**src/sv/rwp_pkg.sv**
```systemverilog
// Shared types, constants and color wheel function for the rainbow pattern block.
package rwp_pkg;

  localparam int unsigned PHASE_W    = 9;
  localparam logic [8:0]  PHASE_WRAP = 9'd256;
  localparam logic [3:0]  DIV_MSB    = 4'd8;   // 256 has nine dividend bits, MSB first
  localparam logic [7:0]  WHEEL_SEG1 = 8'd85;
  localparam logic [7:0]  WHEEL_SEG2 = 8'd170;
  localparam logic [7:0]  CHAN_MAX   = 8'd255;

  typedef struct packed {
    logic [7:0] red;
    logic [7:0] green;
    logic [7:0] blue;
  } rgb_t;

  // Three-segment color wheel.
  function automatic rgb_t wheel_color(input logic [7:0] w);
    rgb_t       c;
    logic [7:0] p;
    logic [9:0] prod;
    logic [7:0] p3;
    if (w < WHEEL_SEG1) begin
      p = w;
    end else if (w < WHEEL_SEG2) begin
      p = w - WHEEL_SEG1;
    end else begin
      p = w - WHEEL_SEG2;
    end
    prod = {2'b00, p} + {1'b0, p, 1'b0};
    p3   = prod[7:0];
    if (w < WHEEL_SEG1) begin
      c.red   = p3;
      c.green = CHAN_MAX - p3;
      c.blue  = 8'd0;
    end else if (w < WHEEL_SEG2) begin
      c.red   = CHAN_MAX - p3;
      c.green = 8'd0;
      c.blue  = p3;
    end else begin
      c.red   = 8'd0;
      c.green = p3;
      c.blue  = CHAN_MAX - p3;
    end
    return c;
  endfunction

endpackage

```
**src/sv/rainbow_wheel_pattern.sv**
```systemverilog
// Rainbow frame generator: phase tracking, hue spacing sequencer and color output stage.
//
// Each accepted beat with a nonzero step advances the rainbow phase and then produces
// FRAME_PIXELS color beats, one per position, the final one flagged by last_pixel. A zero
// step clears the phase and produces nothing. A frame first forms 256/ring_size, then
// emits one color per cycle while the output side does not stall. All of it runs through
// one 9-bit compare-subtract unit: nine restoring steps for the division, then one
// remainder carry per pixel to step the hue offset. Input is stalled from acceptance until
// the last color is loaded into the output register; ring_size (0 acts as 1) may only be
// written while idle.
module rainbow_wheel_pattern #(
  parameter int unsigned FRAME_PIXELS = 12
) (
  input  logic       clk,
  input  logic       rst,
  input  logic       cfg_write_en,
  input  logic [7:0] cfg_write_data,
  input  logic       in_valid,
  output logic       in_stall,
  input  logic [7:0] step_amount,
  output logic       out_valid,
  input  logic       out_stall,
  output logic [3:0] pixel_index,
  output logic [7:0] red,
  output logic [7:0] green,
  output logic [7:0] blue,
  output logic       last_pixel
);

  localparam int unsigned PW = (FRAME_PIXELS > 1) ? $clog2(FRAME_PIXELS) : 1;
  localparam logic [PW-1:0] PIX_LAST = PW'(FRAME_PIXELS - 1);

  typedef enum logic [1:0] {IDLE, DIVIDE, EMIT} state_t;

  state_t                        state;
  logic [7:0]                    ring_size;
  logic [rwp_pkg::PHASE_W-1:0]   rainbow_phase;
  logic [3:0]                    bit_idx;
  logic [7:0]                    q256;     // 256 / d, low 8 bits
  logic [7:0]                    rem256;   // 256 % d
  logic [7:0]                    q;        // running i*256/d, mod 256
  logic [7:0]                    r;        // running remainder / division workspace
  logic [PW-1:0]                 pix;

  logic [7:0]       div_eff;
  logic [8:0]       alu_a;
  logic             alu_ge;
  logic [8:0]       alu_diff;
  logic [7:0]       alu_out;
  logic             in_accept;
  logic             emit_go;
  logic [7:0]       hue;
  rwp_pkg::rgb_t    color;
  logic [PW+3:0]    pix_ext;

  assign div_eff   = (ring_size == 8'd0) ? 8'd1 : ring_size;
  assign in_stall  = (state != IDLE);
  assign in_accept = in_valid && !in_stall;
  assign emit_go   = (state == EMIT) && (!out_valid || !out_stall);

  // Shared compare-subtract: division step while dividing, remainder carry while emitting.
  always_comb begin
    if (state == DIVIDE) begin
      alu_a = {r, (bit_idx == rwp_pkg::DIV_MSB)};
    end else begin
      alu_a = {1'b0, r} + {1'b0, rem256};
    end
    alu_ge   = (alu_a >= {1'b0, div_eff});
    alu_diff = alu_a - {1'b0, div_eff};
    alu_out  = alu_ge ? alu_diff[7:0] : alu_a[7:0];
  end

  assign hue     = q + rainbow_phase[7:0];
  assign color   = rwp_pkg::wheel_color(hue);
  assign pix_ext = {4'b0000, pix};

  always_ff @(posedge clk) begin
    if (rst) begin
      state         <= IDLE;
      ring_size     <= 8'd11;
      rainbow_phase <= '0;
      out_valid     <= 1'b0;
      bit_idx       <= '0;
      pix           <= '0;
    end else begin
      if (cfg_write_en) begin
        ring_size <= cfg_write_data;
      end
      if (emit_go) begin
        out_valid <= 1'b1;
      end else if (!out_stall) begin
        out_valid <= 1'b0;
      end
      case (state)
        IDLE: begin
          if (in_accept) begin
            if (step_amount == 8'd0) begin
              rainbow_phase <= '0;
            end else begin
              if (rainbow_phase < rwp_pkg::PHASE_WRAP) begin
                rainbow_phase <= rainbow_phase + {1'b0, step_amount};
              end else begin
                rainbow_phase <= '0;
              end
              bit_idx <= rwp_pkg::DIV_MSB;
              r       <= 8'd0;
              q256    <= 8'd0;
              state   <= DIVIDE;
            end
          end
        end
        DIVIDE: begin
          q256 <= {q256[6:0], alu_ge};
          if (bit_idx == 4'd0) begin
            rem256 <= alu_out;
            r      <= 8'd0;
            q      <= 8'd0;
            pix    <= '0;
            state  <= EMIT;
          end else begin
            r       <= alu_out;
            bit_idx <= bit_idx - 4'd1;
          end
        end
        EMIT: begin
          if (emit_go) begin
            pixel_index <= pix_ext[3:0];
            red         <= color.red;
            green       <= color.green;
            blue        <= color.blue;
            last_pixel  <= (pix == PIX_LAST);
            r           <= alu_out;
            q           <= q + q256 + {7'd0, alu_ge};
            if (pix == PIX_LAST) begin
              state <= IDLE;
            end else begin
              pix <= pix + PW'(1);
            end
          end
        end
        default: state <= IDLE;
      endcase
    end
  end

  a_nonzero_starts_divide: assert property (@(posedge clk) disable iff (rst)
    in_valid && !in_stall && (step_amount != 8'd0) |=> state == DIVIDE)
    else $error("nonzero step did not start the division");

  a_last_flag_position: assert property (@(posedge clk) disable iff (rst)
    out_valid && last_pixel |-> pixel_index == 4'(FRAME_PIXELS - 1))
    else $error("last_pixel on wrong position");

  a_phase_bound: assert property (@(posedge clk) disable iff (rst)
    rainbow_phase <= 9'd510)
    else $error("rainbow phase out of range");

  a_emit_holds_output: assert property (@(posedge clk) disable iff (rst)
    state == EMIT && out_valid && out_stall |=> $stable(pix))
    else $error("pixel sequencer advanced under output stall");

endmodule
```
**config.mk**
```make
export PLATFORM = sky130hd
export DESIGN_NAME = rainbow_wheel_pattern
export DESIGN_NICKNAME = d
export VERILOG_FILES = /design/src/sv/rwp_pkg.sv /design/src/sv/rainbow_wheel_pattern.sv
export SDC_FILE = /design/constraint.sdc
export NUM_CORES = 1
export LEC_CHECK = 0
export CAP_MARGIN = 15
export CELL_PAD_IN_SITES_DETAIL_PLACEMENT = 1
export CELL_PAD_IN_SITES_GLOBAL_PLACEMENT = 1
export CORE_MARGIN = 2
export CORE_UTILIZATION = 40
export DETAILED_ROUTE_END_ITERATION = 6
export DONT_BUFFER_PORTS = 1
export PLACE_DENSITY = 0.7
export SLEW_MARGIN = 10
export SYNTH_ARGS = -nofsm -noshare
export SYNTH_HDL_FRONTEND = slang
export SYNTH_SLANG_ARGS = --single-unit
export TNS_END_PERCENT = 5
```
**constraint.sdc**
```tcl
create_clock -name clk -period 6.6 [get_ports clk]
set_clock_uncertainty 0.2 [all_clocks]
set_input_delay 0 -clock clk [delete_from_list [all_inputs] [get_ports clk]]
set_output_delay 0 -clock clk [all_outputs]
set_load 0.02 [all_outputs]
```
==> flow_summary.toml, run 1 <==
[clock_network]
cts_resized = 0
clk_latency_ns = 0.36
root_buffer = "clkbuf_16"
clock_sinks = 89
postCtsSetupRepairBufs = 0
tritoncts = "yes"
cts_htree_levels = 3
numCtsBuffers = 9
holdBufCountCts = 29
path_clk_slew_ns = 0.07
clock_tree.buffer_depth = 2

[critical_path]
critPathRequiredTime_ns = 6.50
cp-start-kind = "flip-flop"
path_cells = "ha_1 -> fa_1 -> a21o_1 -> a21oi_1 -> o21bai_1 -> a21oi_1 -> xor2_1 -> o21ai_0 -> ha_1 -> nand4_1 -> nor2_1 -> or4b_2 -> o21ai_2 -> buf_4 -> nand2_1 -> fa_1 -> fa_1 -> a21oi_1 -> o21bai_1 -> a21oi_1 -> nor2_1 -> nor2_1 -> xor2_1 -> nor2_1"
critPathArrivalTime_ns = 5.74
end_kind = "flip-flop"
crit_slowest_cell = "or4b_2"
path_max_fanout = 10
cpPeakStageDelay_ns = 0.66
path_class = "flip-flop to flip-flop"

[floorplan]
die_x_um = 125
core-area_um2 = 14400
boundaryPins = 52
die-area_um2 = 15700
die_y_um = 125
start_util = 0.407
rows = 44

[synth]
synth-main-ff-cell = "edfxtp_1"
synth_top_cell_area_share = 0.312
syn_area_um2 = 5880
yosys_register_bits = 89
yosysTopAreaCell = "edfxtp_1"
synth_common_cells = "61 x edfxtp_1, 59 x nor2_1, 56 x nand2_1, 53 x ha_1, 43 x a21oi_1"
yosysSeqAreaShare = 0.407
synth_nets = 691
synth_edf_count = 61
ys_warn_count = 0
yosysMostFrequentCell = "edfxtp_1"
ys_async_sr_fraction = 0
synth.distinct_cells = 65
synthCells = 610
avgSynthCellArea_um2 = 9.63
synthTopCellsByArea = "edfxtp_1 31%, ha_1 11%, dfxtp_1 9.5%"

[global_routing]
grt_pass1_wl_mm = 25.2
overflow = 0
antenna_found_initial = 0
grt_max_degree = 32
grt_pass1_vias = 4990
grt_use_total = 0.199

[timing]
fin_crit_sh = 0.885
hold_viol_final = 0
finalSetupViolCount = 0
setup_tns_ns = 0
slew_viol_final = 0
fmax_mhz = 171
rsz0062_at_grt = "no"
worst_pin_slew_ns = 1.06
post-route-min-period_ns = 5.84
slew_headroom = 0.285

[outcome]
status = "finished clean"

[job]
cap_violations = 0

[placement]
hpwlAfterDp_mm = 11.1
numPortBuffers = 0
gp_congestion = 0.867

[route]
num_vias = 4625
wire_per_inst_um = 18.1
ant_nets = 0
firstDrtPassIters = 4
drt_iter0_markers = 250
wl_mm = 15.0
vias_per_cell = 5.59
post-route-drc-count = 0

[layout]
final_nets = 720
fillCellCount = 1661
antennaDiodeCount = 0
syn2layout_area_growth_pct = 13.5
drive_above_1_share = 0.0668

[hold_path]
hp-class = "primary input to flip-flop"
worst max-delay path, delay by kind of cell, from the launching register on:
family | cells | cell delay [ns]
flops | 1 | 0.39
fa+ha+maj | 5 | 1.92
buf+inv | 1 | 0.18
xor+xnor | 2 | 0.31
compound gates | 9 | 1.42
simple gates | 7 | 1.18
layout make-up:
| class | instances | area [um2] | share of cell area |
|---|---|---|---|
| Clock buffer | 9 | 225 | 0.0338 |
| Clock inverter | 7 | 51.3 | 0.00770 |
| Inverter | 39 | 146 | 0.0220 |
| Multi-Input combinational cell | 467 | 3280 | 0.492 |
| Sequential cell | 89 | 2390 | 0.359 |
| Tap cell | 184 | 230 | 0.0345 |
| Timing Repair Buffer | 33 | 340 | 0.0511 |
metal layers:
metal  vias up  track usage  wire (um)  share of wire
li1       2281            -          -              -
met1      2230        0.255       6940           0.46
met2        90        0.338       7190           0.48
met3        24       0.0317        535          0.036
met4         0       0.0752        311          0.021
met5         -            0          0              0
cell families (layout without fill, tap and decap cells):
family | Yosys count | in the layout | synth area share
muxes | 8 | 8 | 0.0138
xor gates and xnor gates | 39 | 39 | 0.0607
DFF | 89 | 89 | 0.407
adders and majority gates | 60 | 60 | 0.137
buffers and inverters | 54 | 88 | 0.0366
AOI/OAI and AO/OA | 173 | 173 | 0.196
and+or+nand+nor | 187 | 187 | 0.149
per-stage QoR:
stage	instances	hold WS [ns]	instance area (um2)	util	setup WS, ns
detailed placement	782	-0.125	6070	0.421	0.822
global placement	782	-0.127	6070	0.421	0.988
CTS	827	0.0208	6640	0.460	0.749
global route	828	0.119	6670	0.462	0.408
floorplan	610	-0.0715	5880	-	1.22
finish	828	0.0364	6670	0.462	0.757
final timing paths:
check	startpoint	to	slack, ns	depth (start not counted)
max	r[0]	q[6]	0.76	24
min reg2reg	rainbow_phase[8]	rainbow_phase[8]	0.26	2
max reg2reg	r[0]	q[6]	0.76	24
min	step_amount[3]	state[1]	0.04	5
placed cells by master (no fill, tap or decap), types with 4 or more instances in the layout:
cell and instances:
a211o_1 5, a211oi_1 4, a21boi_0 4, a21o_1 11, a21oi_1 43, a22oi_1 10, and2_1 10, clkbuf_16 9
dfxtp_1 28, dlygate4sd3_1 29, edfxtp_1 61, fa_1 7, ha_1 53, inv_1 37, mux2i_1 7, nand2_1 56
nand2b_1 6, nand3_1 17, nand4_1 4, nor2_1 59, nor2b_1 6, nor3_1 7, o211ai_1 9, o21a_1 4
o21ai_0 40, o21ai_1 4, o21bai_1 9, o22ai_1 7, xnor2_1 27, xor2_1 10
state kept, by name, indices dropped and copies added (netlist names), 4 cells and up:
signal,count
bit_idx,4
r,8
pixel_index,4
red,8
q256,8
q,8
rainbow_phase,9
blue,8
green,8
ring_size,8
rem256,8
pix,4
Power of run 1 is not shown: default switching activity piles up to over one toggle a cycle in this logic, so the estimate is an artifact.
==> run 2, diff against run 1 <==
--- a/config.mk
+++ b/config.mk
@@ -5,14 +5,14 @@
 export SDC_FILE = /design/constraint.sdc
 export NUM_CORES = 1
 export LEC_CHECK = 0
+export BUFFER_PORTS_ARGS = -buffer_cell sky130_fd_sc_hd__clkbuf_2
 export CAP_MARGIN = 15
 export CELL_PAD_IN_SITES_DETAIL_PLACEMENT = 1
 export CELL_PAD_IN_SITES_GLOBAL_PLACEMENT = 1
 export CORE_MARGIN = 2
 export CORE_UTILIZATION = 40
 export DETAILED_ROUTE_END_ITERATION = 6
-export DONT_BUFFER_PORTS = 1
-export PLACE_DENSITY = 0.7
+export PLACE_DENSITY = 0.74
 export SLEW_MARGIN = 10
 export SYNTH_ARGS = -nofsm -noshare
 export SYNTH_HDL_FRONTEND = slang
==> flow_summary.toml, run 2 (synthesis results as in run 1) <==
[critical_path]
cp-start-kind = "flip-flop"
critPathRequiredTime_ns = 6.50
end_kind = "flip-flop"
path_max_fanout = 10
path_class = "flip-flop to flip-flop"
critPathArrivalTime_ns = 5.89

[clock_network]
root_buffer = "clkbuf_16"
clk_latency_ns = 0.35
cts_resized = 0
numCtsBuffers = 9
tritoncts = "yes"
path_clk_slew_ns = 0.07
cts_htree_levels = 3
clock_sinks = 89
clock_tree.buffer_depth = 2

[timing]
worst_pin_slew_ns = 1.08
rsz0062_at_grt = "no"
slew_headroom = 0.275
fmax_mhz = 167
fin_crit_sh = 0.907
setup_tns_ns = 0
post-route-min-period_ns = 5.99
finalSetupViolCount = 0
slew_viol_final = 0
hold_viol_final = 0

[route]
wire_per_inst_um = 17.2
drt_iter0_markers = 201
ant_nets = 0
wl_mm = 15.0
firstDrtPassIters = 5
vias_per_cell = 5.53
post-route-drc-count = 0
num_vias = 4824

[global_routing]
grt_max_degree = 32
grt_use_total = 0.199
grt_pass1_vias = 5237
overflow = 0
grt_pass1_wl_mm = 25.4
antenna_found_initial = 0

[layout]
final_common_cell = "edfxtp_1"
multi_input_area_um2 = 3280
stdcell_count = 873
largest_register = "rainbow_phase"
largest_reg_flops = 9
final_nets = 765
drive_above_1_share = 0.134
seqCellArea_um2 = 2390
final_cell_mix = "61 x edfxtp_1, 59 x nor2_1, 56 x nand2_1"
fillCellCount = 1665
antennaDiodeCount = 0
syn2layout_area_growth_pct = 16.8

[placement]
gp_congestion = 0.849
place_inst = 833
hpwlAfterDp_mm = 11.3
numPortBuffers = 51

[outcome]
status = "finished clean"

[job]
cap_violations = 0

[floorplan]
die_x_um = 125
boundaryPins = 52
start_util = 0.407
die-area_um2 = 15700
rows = 44
core-area_um2 = 14400
die_y_um = 125

[hold_path]
hp-class = "primary input to flip-flop"
[run 2: final cells by class]
class | instances | area share
timing repair buffer | 78 | 0.0755
multi-input combinational | 467 | 0.478
tap | 184 | 0.0336
inverter | 39 | 0.0213
clock buffer | 13 | 0.0398
sequential | 89 | 0.349
clock inverter | 3 | 0.00292
[run 2: final timing paths]
check,to,slack (ns),cells after the start,start
worst min-delay path,rainbow_phase[6],0.03,5,step_amount[6]
worst max register to register,q[6],0.61,24,r[0]
worst max-delay path,q[6],0.61,24,r[0]
worst min register to register,rainbow_phase[8],0.26,2,rainbow_phase[8]
[run 2: routing by layer]
metal | up-vias | part of all wire | track usage
li1 | 2358 | - | -
met1 | 2355 | 0.46 | 0.250
met2 | 97 | 0.50 | 0.350
met3 | 14 | 0.033 | 0.0377
met4 | 0 | 0.0097 | 0.0588
met5 | - | 0 | 0
[run 2: per-stage QoR]
step / instance area, um2 / setup WS [ns] / util / hold WS [ns]
3_3_place_gp: 6330 / 0.989 / 0.439 / 0.0172
4_1_cts: 6860 / 0.602 / 0.476 / 0.0182
2_1_floorplan: 5880 / 1.22 / - / -0.0715
6_report: 6860 / 0.612 / 0.476 / 0.0290
3_5_place_dp: 6330 / 0.679 / 0.439 / 0.0400
5_1_grt: 6860 / 0.315 / 0.476 / 0.0548
[run 2: worst max-delay path, stage by stage (launching register included)]
cell	delay (ns)
edfxtp_1	0.39
ha_1	0.24
fa_1	0.42
a21o_1	0.20
a21oi_1	0.22
o21bai_1	0.10
a21oi_1	0.21
xor2_1	0.08
o21ai_0	0.30
ha_1	0.35
nand4_1	0.11
nor2_1	0.06
or4b_2	0.65
o21ai_2	0.13
buf_4	0.17
nand2_1	0.14
fa_1	0.45
fa_1	0.42
a21oi_1	0.14
o21bai_1	0.12
a21oi_1	0.18
nor2_1	0.07
nor2_1	0.16
xor2_1	0.17
nor2_1	0.05
[run 2: timing repair]
item | CTS | global route
hold buffers | 24 | 0
hold endpoints to repair | 15 | 0
buffers inserted | 0 | 0
Power of run 2 is left out for the same reason.
